===== src/hw/rtl/distance_ratio_consistency_check_assert.svh =====
// ----------------------------------------------------------------------------
// Assertion macros for the distance ratio consistency check
// Immediate-implication and next-cycle-implication checks with a
// synchronous active-low reset as the disable condition.
// ----------------------------------------------------------------------------
`ifndef DISTANCE_RATIO_CONSISTENCY_CHECK_ASSERT_SVH
`define DISTANCE_RATIO_CONSISTENCY_CHECK_ASSERT_SVH

// The consequent must hold in the same cycle as the antecedent.
`define DRCC_ASSERT(label, clk, rstn, ante, cons, msg) \
  label: assert property (@(posedge clk) disable iff (!(rstn)) (ante) |-> (cons)) \
    else $error(msg);

// The consequent must hold in the cycle after the antecedent.
`define DRCC_ASSERT_NEXT(label, clk, rstn, ante, cons, msg) \
  label: assert property (@(posedge clk) disable iff (!(rstn)) (ante) |=> (cons)) \
    else $error(msg);

`endif


===== src/hw/rtl/drcc_pkg.sv =====
// ----------------------------------------------------------------------------
// drcc_pkg
// Shared types and constants of the distance ratio consistency check.
// ----------------------------------------------------------------------------
`default_nettype none

package drcc_pkg;

  localparam int POINT_W   = 6;
  localparam int DIST_IN_W = 16;
  localparam int THR_W     = 17;
  localparam int TIDX_W    = 6;
  localparam int Q_SHIFT   = 16;
  localparam int POINT_LIM = 64;

  localparam logic [THR_W-1:0] THR_ONE   = 17'd65536;
  localparam logic [THR_W-1:0] THR_RESET = 17'd58982;

  localparam logic REQ_TABLE = 1'b0;
  localparam logic REQ_ELEM  = 1'b1;

  typedef struct packed {
    logic                 req_type;
    logic [POINT_W-1:0]   row_index;
    logic [POINT_W-1:0]   col_index;
    logic [DIST_IN_W-1:0] distance_value;
    logic [POINT_W-1:0]   first_point;
    logic [POINT_W-1:0]   second_point;
    logic                 last_element;
  } in_item_t;

  typedef struct packed {
    logic consistent;
    logic tuple_overflow;
  } out_item_t;

  // Commands from the controller to the datapath.
  typedef struct packed {
    logic              tbl_wr;
    logic              elem_wr;
    logic [TIDX_W-1:0] elem_idx;
    logic              clr_fail;
    logic              issue_row;
    logic              issue_col;
    logic [TIDX_W-1:0] rd_idx;
  } dp_cmd_t;

  // Status from the datapath to the controller.
  typedef struct packed {
    logic pipe_busy;
    logic fail;
  } dp_stat_t;

endpackage

`default_nettype wire


===== src/hw/rtl/drcc_ctrl.sv =====
// ----------------------------------------------------------------------------
// drcc_ctrl
// Controller: accepts items, counts tuple elements, sequences the pair
// check and holds the result register.
// ----------------------------------------------------------------------------
`default_nettype none

`include "distance_ratio_consistency_check_assert.svh"

module drcc_ctrl #(
  parameter int MAX_TUPLE = 16
) (
  input  wire                        clk,
  input  wire                        rst_n,
  input  wire                        in_valid,
  output logic                       in_ready,
  input  wire  drcc_pkg::in_item_t   in_data,
  output logic                       out_valid,
  input  wire                        out_ready,
  output drcc_pkg::out_item_t        out_data,
  output drcc_pkg::dp_cmd_t          cmd,
  input  wire  drcc_pkg::dp_stat_t   stat
);

  localparam int CW = $clog2(MAX_TUPLE + 1);
  localparam int TI = drcc_pkg::TIDX_W;

  typedef enum logic [2:0] {
    ST_IDLE,
    ST_ROW,
    ST_COL,
    ST_DRAIN,
    ST_RESULT
  } state_t;

  state_t               state_r, state_nxt;
  logic [CW-1:0]        count_r, count_nxt;
  logic                 ovf_r, ovf_nxt;
  logic [CW-1:0]        n_r, n_nxt;
  logic                 rovf_r, rovf_nxt;
  logic [CW-1:0]        i_r, i_nxt;
  logic [CW-1:0]        j_r, j_nxt;
  logic                 out_valid_r, out_valid_nxt;
  drcc_pkg::out_item_t  out_data_r, out_data_nxt;

  logic                 in_acc;
  logic                 has_room;
  logic [CW-1:0]        cnt_inc;
  logic                 ovf_any;

  assign has_room = count_r < CW'(MAX_TUPLE);
  assign cnt_inc  = has_room ? count_r + CW'(1) : count_r;
  assign ovf_any  = ovf_r || !has_room;

  always_comb begin
    state_nxt     = state_r;
    count_nxt     = count_r;
    ovf_nxt       = ovf_r;
    n_nxt         = n_r;
    rovf_nxt      = rovf_r;
    i_nxt         = i_r;
    j_nxt         = j_r;
    out_valid_nxt = out_valid_r;
    out_data_nxt  = out_data_r;
    cmd           = '0;
    in_ready      = (state_r == ST_IDLE);
    in_acc        = in_valid && in_ready;

    if (out_valid_r && out_ready) begin
      out_valid_nxt = 1'b0;
    end

    case (state_r)
      ST_IDLE: begin
        if (in_acc) begin
          if (in_data.req_type == drcc_pkg::REQ_TABLE) begin
            cmd.tbl_wr = 1'b1;
          end else begin
            // Pairs past the store depth are dropped and only flagged.
            cmd.elem_wr  = has_room;
            cmd.elem_idx = TI'(count_r);
            if (in_data.last_element) begin
              n_nxt        = cnt_inc;
              rovf_nxt     = ovf_any;
              count_nxt    = '0;
              ovf_nxt      = 1'b0;
              i_nxt        = '0;
              cmd.clr_fail = 1'b1;
              state_nxt    = ST_ROW;
            end else begin
              count_nxt = cnt_inc;
              ovf_nxt   = ovf_any;
            end
          end
        end
      end
      ST_ROW: begin
        cmd.issue_row = 1'b1;
        cmd.rd_idx    = TI'(i_r);
        j_nxt         = '0;
        state_nxt     = ST_COL;
      end
      ST_COL: begin
        cmd.issue_col = 1'b1;
        cmd.rd_idx    = TI'(j_r);
        if (j_r == n_r - CW'(1)) begin
          if (i_r == n_r - CW'(1)) begin
            state_nxt = ST_DRAIN;
          end else begin
            i_nxt     = i_r + CW'(1);
            state_nxt = ST_ROW;
          end
        end else begin
          j_nxt = j_r + CW'(1);
        end
      end
      ST_DRAIN: begin
        if (!stat.pipe_busy) begin
          state_nxt = ST_RESULT;
        end
      end
      ST_RESULT: begin
        if (!out_valid_r || out_ready) begin
          out_valid_nxt               = 1'b1;
          out_data_nxt.consistent     = !stat.fail;
          out_data_nxt.tuple_overflow = rovf_r;
          state_nxt                   = ST_IDLE;
        end
      end
      default: begin
        state_nxt = ST_IDLE;
      end
    endcase
  end

  always_ff @(posedge clk) begin
    if (!rst_n) begin
      state_r     <= ST_IDLE;
      count_r     <= '0;
      ovf_r       <= 1'b0;
      n_r         <= '0;
      rovf_r      <= 1'b0;
      i_r         <= '0;
      j_r         <= '0;
      out_valid_r <= 1'b0;
      out_data_r  <= '0;
    end else begin
      state_r     <= state_nxt;
      count_r     <= count_nxt;
      ovf_r       <= ovf_nxt;
      n_r         <= n_nxt;
      rovf_r      <= rovf_nxt;
      i_r         <= i_nxt;
      j_r         <= j_nxt;
      out_valid_r <= out_valid_nxt;
      out_data_r  <= out_data_nxt;
    end
  end

  assign out_valid = out_valid_r;
  assign out_data  = out_data_r;

  `DRCC_ASSERT(a_read_in_tuple, clk, rst_n, cmd.issue_row || cmd.issue_col, cmd.rd_idx < n_r, "tuple read beyond the received elements")
  `DRCC_ASSERT(a_count_bound, clk, rst_n, 1'b1, count_r <= CW'(MAX_TUPLE), "element count above store depth")
  `DRCC_ASSERT(a_result_drained, clk, rst_n, state_r == ST_RESULT, !stat.pipe_busy, "result taken before the check drained")

endmodule

`default_nettype wire


===== config.mk =====
export PLATFORM = sky130hd
export DESIGN_NAME = drcc_ctrl
export DESIGN_NICKNAME = d
export VERILOG_FILES = /design/src/hw/rtl/drcc_pkg.sv /design/src/hw/rtl/drcc_ctrl.sv
export VERILOG_INCLUDE_DIRS = /design/src /design/src/hw/rtl
export SDC_FILE = /design/constraint.sdc
export NUM_CORES = 1
export LEC_CHECK = 0
export ABC_CLOCK_PERIOD_IN_PS = 2290
export BUFFER_PORTS_ARGS = -buffer_cell sky130_fd_sc_hd__clkbuf_2
export CAP_MARGIN = 40
export CORE_MARGIN = 1.5
export CORE_UTILIZATION = 49
export DETAILED_ROUTE_END_ITERATION = 6
export PLACE_DENSITY = 0.8
export REMOVE_ABC_BUFFERS = 1
export SLEW_MARGIN = 30
export SYNTH_ARGS = -nofsm -noshare
export SYNTH_HDL_FRONTEND = slang
export SYNTH_SLANG_ARGS = --single-unit

===== constraint.sdc =====
create_clock -name clk -period 2.29 [get_ports clk]
set_clock_uncertainty 0.1 [all_clocks]
set_input_delay 0 -clock clk [delete_from_list [all_inputs] [get_ports clk]]
set_output_delay 0 -clock clk [all_outputs]
set_load 0.02 [all_outputs]

==> flow_summary_export.csv, run 1 <==
group,metric,value,unit
logic_synthesis,async_flop_share,0,
critical_path,r2r-end,"count_r[4]$_SDFFE_PN0P_",
layout,fin_cells,296,
critical_path,crit_required,2450,ps
layout,num_antenna_cells,0,
cts,cts_tree,"built",
floorplan,fp-row-count,21,
floorplan,floorplan.io_pins,69,
layout,nets,303,
global_route,grtUsageTotal,0.2143,
logic_synthesis,netlist_area,1765,um2
critical_path,rrSetupSlack,140,ps
global_route,grt_antenna_before_repair,0,
critical_path,crit_type,"reg -> reg",
floorplan,start_util,0.5209,
critical_path,cpLargestDelayFamily,"simple AND/OR/NAND/NOR gates",
layout,final_core_util,0.6238,
drt,wire_per_inst,13.56,um
critical_path,critPathArrivalTime,2310,ps
global_route,grt_overflow,0,
timing,rsz0062_at_grt,"no",
place,gp_congestion,0.7723,
power,power.leakage,0.8859,nW
drt,drc,0,
drt,via_count,1625,
timing,fin_crit,2148,ps
timing,holdWs,30.36,ps
logic_synthesis,synthCells,217,
timing,fin_crit_sh,0.9379,
critical_path,crit_path_top_delay_cell,"dlygate4sd3_1",
timing,tns,0,ps
flow_run,cap_violations,0,
layout,seqCellArea,560.5,um2
logic_synthesis,synth-edff-count,0,
power,p_per_area,529.0,nW/um2
floorplan,core,3390,um2
layout,multi_input_area,1137,um2
drt,wirelength,4015,um
timing,setup_slack,142.2,ps
global_route,grt_pass1_wl,6886,um
global_route,grt_max_degree,27,
cts,clk_pin_slew,160,ps
cts,cts_buffers,3,
timing,setup_viol,0,
cts,clk_latency,340,ps
logic_synthesis,ys_ff_latch,28,
worst_hold_path,holdCritStartpoint,"in_valid",
critical_path,cp_max_fo,7,
power,finalPower,1.119,mW
layout,areaGrowthSynthToFinish,19.77,%
floorplan,die_h,63.03,um
critical_path,rr_worst_depth,5,
logic_synthesis,ys_seq_area_frac,0.3175,
critical_path,endpoint_kind,"flop",
cts,clockBufferDepth,2,
place,portBuffers,26,
drt,ant_nets,0,
timing,slew_viol_final,0,
worst_hold_path,holdPathEnd,"count_r[3]$_SDFFE_PN0P_",
critical_path,crit_chain,"or2_2 -> nor2_2 -> nand3_2 -> dlygate4sd3_1 -> a211oi_1",
timing,fmax,465.6,MHz
power,ir_drop,0.3320,mV
critical_path,cp-start-kind,"flop",
critical_path,crit_buf_inv,1,
place,dp_slack,112.9,ps
critical_path,cp.depth,5,
cts,cts.sink_count,28,
layout,fillers,295,
floorplan,die-area,3972,um2
global_route,grt_pass1_vias,1513,
outcome,status,"completed",
timing,finalHoldViolCount,0,
logic_synthesis,yosysWarnings,0,
cts,h-tree-depth,1,
logic_synthesis,avgSynthCellArea,8.136,um2
critical_path,critical-path-max-stage-delay,610,ps
layout,drive_gt1_frac,0.2200,
place,dp_cells,285,
logic_synthesis,synth.distinct_cells,49,
drt,via_per_inst,5.490,
layout,design_area,2115,um2
worst_hold_path,hp-class,"in -> reg",
drt,drt-initial-drc-count,46,
place,placed_area,1959,um2
logic_synthesis,synth_ff_type,"dfxtp_1",
cts,root_buffer,"clkbuf_4",
drt,first_pass_iters,4,
place,dpl.hpwl,2812,um
floorplan,die_w,63.03,um
worst_hold_path,worstHoldPathCells,4,
critical_path,r2r-start,"state_r[0]$_SDFFE_PN0P_",
cells in the mapped netlist, types with 7 or more instances:
master	n	area [um2]
dfxtp_1	28	560.5
nor2_1	17	63.81
nor2b_1	11	68.82
nand3_1	7	35.03
xnor2_1	15	131.4
inv_1	9	33.78
o21ai_0	13	65.06
a21oi_1	7	35.03
a31oi_1	10	62.56
nand2_1	22	82.58
and2_1	7	43.79
worst reg2reg max path: stages, from the launching register on:
cell	delay (ps)
dfxtp_1	420
or2_2	400
nor2_2	160
nand3_2	160
dlygate4sd3_1	610
a211oi_1	210
registers in the layout (all words and copies together) (netlist names):
| signal | count |
|---|---|
| j_r | 5 |
| ovf_r | 1 |
| n_r | 5 |
| out_data | 2 |
| state_r | 3 |
| out_valid | 1 |
| count_r | 5 |
| rovf_r | 1 |
| i_r | 5 |
power breakdown:
group          switching, mW  total, mW  internal [mW]
clock                  0.156      0.333          0.177
sequential            0.0203      0.522          0.502
combinational          0.149      0.264          0.115
area by class of cell:
cell class              count  area share
multi-input cells         166      0.5379
clock buffers               3     0.01065
well taps                  46     0.02722
flip-flops and latches     28      0.2651
inverters                   9     0.01598
clock inverters             1     0.01420
repair buffers             43      0.1290
what timing repair did:
item                                    in CTS  in global routing
hold endpoints to repair                     9                  0
buffers inserted                             0                  1
hold buffers                                 6                  0
endpoints found under the setup margin       0                  8
resized for setup                            0                  6
worst max-delay path by stage:
stage,start,to
final,state_r[0]$_SDFFE_PN0P_,count_r[4]$_SDFFE_PN0P_
after global routing,n_r[0]$_SDFFE_PN0P_,j_r[1]$_SDFFE_PN0P_
after CTS,n_r[0]$_SDFFE_PN0P_,i_r[1]$_SDFFE_PN0P_
after detailed placement,n_r[0]$_SDFFE_PN0P_,j_r[1]$_SDFFE_PN0P_
after global placement,n_r[0]$_SDFFE_PN0P_,i_r[0]$_SDFFE_PN0P_
after floorplan,state_r[0]$_SDFFE_PN0P_,n_r[0]$_SDFFE_PN0P_
metal layers:
layer | vias up | track usage | share of wire
li1 | 817 | - | -
met1 | 764 | 0.2889 | 0.46
met2 | 40 | 0.3630 | 0.49
met3 | 4 | 0.01622 | 0.041
met4 | 0 | 0.06667 | 0.0085
met5 | - | 0 | 0
placed cells by master (no fill, tap or decap), types with 2 or more instances in the layout:
master and n:
a21oi_1 7, a22o_1 2, a31oi_1 10, and2_1 7, and3_1 2, and4b_1 3
buf_4 11, clkbuf_2 26, clkbuf_4 3, conb_1 2, dfxtp_1 28, dlygate4sd3_1 6
ha_1 3, inv_1 9, mux2i_1 3, nand2_1 22, nand3_1 7, nor2_1 16
nor2b_1 11, nor3_1 5, nor3b_4 2, o211a_1 6, o211ai_1 2, o21ai_0 13
xnor2_1 14, xor2_1 4
kinds of logic after synthesis:
| logic type | share of synthesized area |
|---|---|
| xor gates and xnor gates | 0.09426 |
| adders and majority gates | 0.02835 |
| AOI/OAI and AO/OA | 0.2041 |
| and+or+nand+nor | 0.2700 |
| muxes | 0.02339 |
| other | 0.002124 |
| buffers and inverters | 0.06023 |
| DFF | 0.3175 |
Power figures use the tool's default switching activity.
==> inputs of run 2 (changes only) <==
--- a/config.mk
+++ b/config.mk
@@ -10,9 +10,11 @@
 export BUFFER_PORTS_ARGS = -buffer_cell sky130_fd_sc_hd__clkbuf_2
 export CAP_MARGIN = 40
 export CORE_MARGIN = 1.5
-export CORE_UTILIZATION = 49
+export CORE_UTILIZATION = 50
+export CTS_BUF_LIST = sky130_fd_sc_hd__clkbuf_4 sky130_fd_sc_hd__clkbuf_8
 export DETAILED_ROUTE_END_ITERATION = 6
-export PLACE_DENSITY = 0.8
+export PLACE_DENSITY = 0.82
+export RECOVER_POWER = 50
 export REMOVE_ABC_BUFFERS = 1
 export SLEW_MARGIN = 30
 export SYNTH_ARGS = -nofsm -noshare
==> flow_summary_export.csv, run 2 (synthesized netlist as in run 1, its figures left out) <==
group,metric,value,unit
timing,setup_viol,0,
global_route,grt_pass1_vias,1515,
cts,root_buffer,"clkbuf_4",
cts,h-tree-depth,1,
floorplan,fp-row-count,21,
floorplan,start_util,0.5249,
timing,fin_crit,2160,ps
timing,finalHoldViolCount,0,
layout,fillers,324,
power,ir_drop,0.3701,mV
worst_hold_path,hp-class,"in -> reg",
global_route,grt_antenna_before_repair,0,
critical_path,endpoint_kind,"primary output",
flow_run,cap_violations,0,
layout,num_antenna_cells,0,
layout,fin_cells,295,
critical_path,crit_type,"reg -> out",
floorplan,core,3363,um2
critical_path,r2r-start,"state_r[0]$_SDFFE_PN0P_",
global_route,grt_overflow,0,
place,dp_cells,284,
timing,rsz0062_at_grt,"no",
drt,first_pass_iters,5,
critical_path,rr_worst_depth,5,
layout,nets,302,
timing,fin_crit_sh,0.9433,
drt,drt-initial-drc-count,54,
worst_hold_path,holdCritStartpoint,"in_valid",
drt,via_count,1640,
floorplan,die_w,62.42,um
timing,slew_viol_final,0,
place,portBuffers,26,
power,power.leakage,0.8271,nW
worst_hold_path,worstHoldPathCells,4,
cts,cts.sink_count,28,
cts,cts_tree,"built",
layout,areaGrowthSynthToFinish,14.95,%
layout,final_common_cell,"dfxtp_1",
outcome,status,"completed",
drt,ant_nets,0,
timing,max_slew.worst_pin.slew,619.3,ps
drt,via_per_inst,5.559,
place,gp_congestion,0.8143,
drt,wire_per_inst,13.21,um
timing,tns,0,ps
cts,cts_buffers,3,
cts,clk_latency,330,ps
power,p_per_area,495.5,nW/um2
critical_path,cp_max_fo,14,
drt,wirelength,3896,um
critical_path,crit_required,2190,ps
floorplan,die_h,62.42,um
timing,fmax,462.9,MHz
critical_path,rrSetupSlack,140,ps
timing,max_slew_margin,0.5862,
floorplan,floorplan.io_pins,69,
worst_hold_path,holdPathEnd,"count_r[3]$_SDFFE_PN0P_",
drt,drc,0,
critical_path,cp-start-kind,"flop",
cts,clk_pin_slew,150,ps
layout,drive_gt1_frac,0.1687,
cts,clockBufferDepth,2,
global_route,grt_pass1_wl,6803,um
layout,mostFrequentLayoutCells,"dfxtp_1 (27), nand2_1 (22), clkbuf_2 (20)",
global_route,grt_max_degree,27,
critical_path,r2r-end,"count_r[4]$_SDFFE_PN0P_",
floorplan,die-area,3896,um2
place,dpl.hpwl,2829,um
global_route,grtUsageTotal,0.2108,
critical_path,critPathArrivalTime,2060,ps
run 2: cell count changes in the layout (fill, tap and decap cells not counted), sizes merged:
cell / previous run / this run
buf: 11 / 7
clkbuf: 29 / 33
bufinv: 1 / 0
run 2: report_power, final:
group	internal, mW	total [mW]	switching (mW)
Combinational	0.0957	0.239	0.143
Clock	0.0974	0.245	0.148
Sequential	0.502	0.521	0.0195
run 2: final cells by class:
type,instances,area [um2],share of cell area
sequential,28,561.8,0.2768
multi-input combinational,166,1094,0.5388
inverter,9,33.78,0.01665
clock buffer,4,36.28,0.01788
timing repair buffer,42,246.5,0.1215
tap,46,57.56,0.02836
run 2: what timing repair did:
| action | in CTS | in global routing |
|---|---|---|
| hold endpoints to repair | 9 | 0 |
| gates resized for setup | 0 | 2 |
| setup buffers | 0 | 1 |
| hold buffers | 6 | 0 |
| setup endpoints to repair | 0 | 7 |
run 2: critical path: stages (launching register included):
cell and delay (ps):
dfxtp_1 400, or2_2 380, nor3_1 230, clkbuf_1 460, clkbuf_2 270
run 2: worst max-delay path by stage:
stage | slack (ps) | start | depth (start not counted) | to
2_1_floorplan | -70 | state_r[0]$_SDFFE_PN0P_ | 4 | n_r[0]$_SDFFE_PN0P_
3_3_place_gp | 170 | n_r[1]$_SDFFE_PN0P_ | 8 | i_r[0]$_SDFFE_PN0P_
3_5_place_dp | 130 | n_r[1]$_SDFFE_PN0P_ | 8 | i_r[3]$_SDFFE_PN0P_
4_1_cts | 100 | n_r[1]$_SDFFE_PN0P_ | 8 | i_r[3]$_SDFFE_PN0P_
5_1_grt | 20 | n_r[0]$_SDFFE_PN0P_ | 9 | state_r[1]$_SDFFE_PN0P_
6_report | 130 | state_r[0]$_SDFFE_PN0P_ | 4 | cmd[8]
run 2: stage by stage:
stage	setup WS (ps)	power [mW]	util	cell area [um2]	hold WS (ps)
detailed placement	128.3	0.7660	0.5804	1952	184.0
finish	129.8	1.006	0.6034	2029	41.61
global route	17.64	1.059	0.6034	2029	46.29
CTS	104.7	1.017	0.6090	2048	27.28
floorplan	-70.23	0.6922	-	1697	-17.36
global placement	168.4	0.7618	0.5804	1952	173.0
run 2: layer usage:
layer | vias to the layer above | global-route usage | routed length, um
met3 | 7 | 0.02342 | 117
met4 | 0 | 0.06944 | 61
met2 | 34 | 0.3750 | 1928
met1 | 777 | 0.2654 | 1788
met5 | - | 0 | 0
li1 | 822 | - | -
==> inputs of run 3 (changes only) <==
--- a/config.mk
+++ b/config.mk
@@ -9,11 +9,13 @@
 export ABC_CLOCK_PERIOD_IN_PS = 2290
 export BUFFER_PORTS_ARGS = -buffer_cell sky130_fd_sc_hd__clkbuf_2
 export CAP_MARGIN = 40
+export CELL_PAD_IN_SITES_DETAIL_PLACEMENT = 1
+export CELL_PAD_IN_SITES_GLOBAL_PLACEMENT = 1
 export CORE_MARGIN = 1.5
-export CORE_UTILIZATION = 50
+export CORE_UTILIZATION = 36
 export CTS_BUF_LIST = sky130_fd_sc_hd__clkbuf_4 sky130_fd_sc_hd__clkbuf_8
 export DETAILED_ROUTE_END_ITERATION = 6
-export PLACE_DENSITY = 0.82
+export PLACE_DENSITY = 0.81
 export RECOVER_POWER = 50
 export REMOVE_ABC_BUFFERS = 1
 export SLEW_MARGIN = 30
==> flow_summary_export.csv, run 3 (synthesized netlist as in run 1, its figures left out) <==
group,metric,value,unit
cts,clk_latency,280,ps
critical_path,critical-path-max-stage-delay,330,ps
floorplan,fp-row-count,25,
critical_path,critPathCapture,"state_r[1]$_SDFFE_PN0P_",
power,finalPower,1.089,mW
critical_path,crit_path_top_delay_cell,"dfxtp_1",
drt,ant_nets,0,
floorplan,start_util,0.3738,
cts,cts_tree,"built",
floorplan,core,4723,um2
drt,wirelength,4582,um
drt,via_count,1640,
outcome,status,"completed",
critical_path,r2r-start,"n_r[0]$_SDFFE_PN0P_",
floorplan,die_w,73.03,um
timing,slew_viol_final,0,
power,ir_drop,0.2290,mV
cts,clk_pin_slew,100,ps
worst_hold_path,hp-class,"in -> reg",
layout,multi_input_area,1114,um2
critical_path,startpoint,"n_r[0]$_SDFFE_PN0P_",
layout,drive_gt1_frac,0.1551,
timing,fmax,469.1,MHz
power,p_per_area,530.1,nW/um2
timing,finalHoldViolCount,0,
drt,first_pass_iters,4,
drt,drc,0,
cts,root_buffer,"clkbuf_8",
cts,cts_buffers,3,
layout,nets,298,
critical_path,rr_worst_depth,9,
layout,areaGrowthSynthToFinish,16.37,%
critical_path,cp-start-kind,"flop",
floorplan,floorplan.io_pins,69,
floorplan,die_h,73.03,um
layout,seqCellArea,560.5,um2
layout,mostFrequentLayoutCells,"dfxtp_1 (28), nand2_1 (22), nor2_1 (17)",
global_route,grt_pass1_vias,1638,
critical_path,cp_max_fo,6,
global_route,grt_pass1_wl,7790,um
global_route,grt_overflow,0,
critical_path,critPathArrivalTime,2260,ps
cts,post_cts_buffers,0,
drt,via_per_inst,5.256,
global_route,grtUsageTotal,0.1840,
critical_path,r2r-end,"state_r[1]$_SDFFE_PN0P_",
place,portBuffers,26,
critical_path,endpoint_kind,"flop",
layout,num_antenna_cells,0,
critical_path,crit_chain,"inv_1 -> ha_1 -> nand2_1 -> a211o_1 -> a31oi_1 -> o211ai_1 -> buf_4 -> mux2_2 -> o21ai_1",
place,gp_congestion,0.8063,
layout,fillers,585,
timing,max_slew_margin,0.5709,
power,power.leakage,0.8256,nW
drt,wire_per_inst,14.69,um
cts,cts.sink_count,28,
cts,h-tree-depth,1,
place,dpl.hpwl,3354,um
drt,drt-initial-drc-count,57,
timing,fin_crit_sh,0.9309,
timing,tns,0,ps
cts,clockBufferDepth,2,
timing,rsz0062_at_grt,"no",
floorplan,die-area,5333,um2
critical_path,crit_required,2420,ps
critical_path,crit_type,"reg -> reg",
timing,fin_crit,2132,ps
global_route,grt_max_degree,16,
flow_run,cap_violations,0,
global_route,grt_antenna_before_repair,0,
layout,final_common_cell,"dfxtp_1",
timing,max_slew.worst_pin.slew,642.3,ps
timing,setup_viol,0,
critical_path,rrSetupSlack,160,ps
[run 3: changes by cell type in the layout (fill, tap and decap cells not counted), sizes merged]
cell,change
buf,-1
dlygate4sd3,-3
[run 3: worst min-delay path by stage]
stage	startpoint	to	slack (ps)	cells past startpoint
after detailed placement	stat[0]	out_data[1]$_SDFFE_PN0P_	190	3
after global placement	stat[0]	out_data[1]$_SDFFE_PN0P_	180	3
after global routing	in_data[41]	count_r[4]$_SDFFE_PN0P_	40	3
final	in_data[41]	count_r[4]$_SDFFE_PN0P_	20	3
after CTS	in_data[41]	count_r[4]$_SDFFE_PN0P_	4	3
after floorplan	in_data[41]	cmd[16]	-20	1
[run 3: worst max-delay path: cells and delay by family (launching register included)]
| family | cells | cell delay (ps) |
|---|---|---|
| compound gates | 4 | 740 |
| fa+ha+maj | 1 | 280 |
| buf+inv | 2 | 270 |
| flops | 1 | 330 |
| mux | 1 | 260 |
| simple gates | 1 | 110 |
[run 3: layout make-up]
type                            count  share of cell area
Tap cell                           67             0.04080
Timing Repair Buffer               38              0.1011
Multi-Input combinational cell    166              0.5420
Clock buffer                        4             0.02680
Inverter                            9             0.01644
Sequential cell                    28              0.2728
[run 3: power breakdown]
part | leakage [nW] | internal (mW) | switching, mW | total [mW]
registers | 0.226 | 0.501 | 0.0193 | 0.520
logic | 0.570 | 0.0958 | 0.153 | 0.249
clock network | 0.0288 | 0.154 | 0.166 | 0.320
[run 3: through the flow]
stage                 util  hold slack (ps)  instances  setup slack, ps  instance area [um2]
global route        0.4350            40.21        312            4.396                 2054
CTS                 0.4368            4.487        312            157.2                 2063
floorplan                -           -17.36        203           -70.23                 1697
finish              0.4350            15.34        312            158.3                 2054
detailed placement  0.4188            190.2        305            179.5                 1978
global placement    0.4188            175.1        305            207.1                 1978
[run 3: repair_timing]
item / CTS / global route
hold endpoints to repair: 4 / 0
gates resized for setup: 0 / 4
endpoints found under the setup margin: 0 / 6
hold buffers: 3 / 0
[run 3: metal layers]
metal | up-vias | global-route usage | wire length (um)
li1 | 813 | - | -
met1 | 802 | 0.2394 | 2215
met2 | 21 | 0.3242 | 2250
met3 | 4 | 0.01243 | 71
met4 | 0 | 0.05451 | 44
met5 | - | 0 | 0
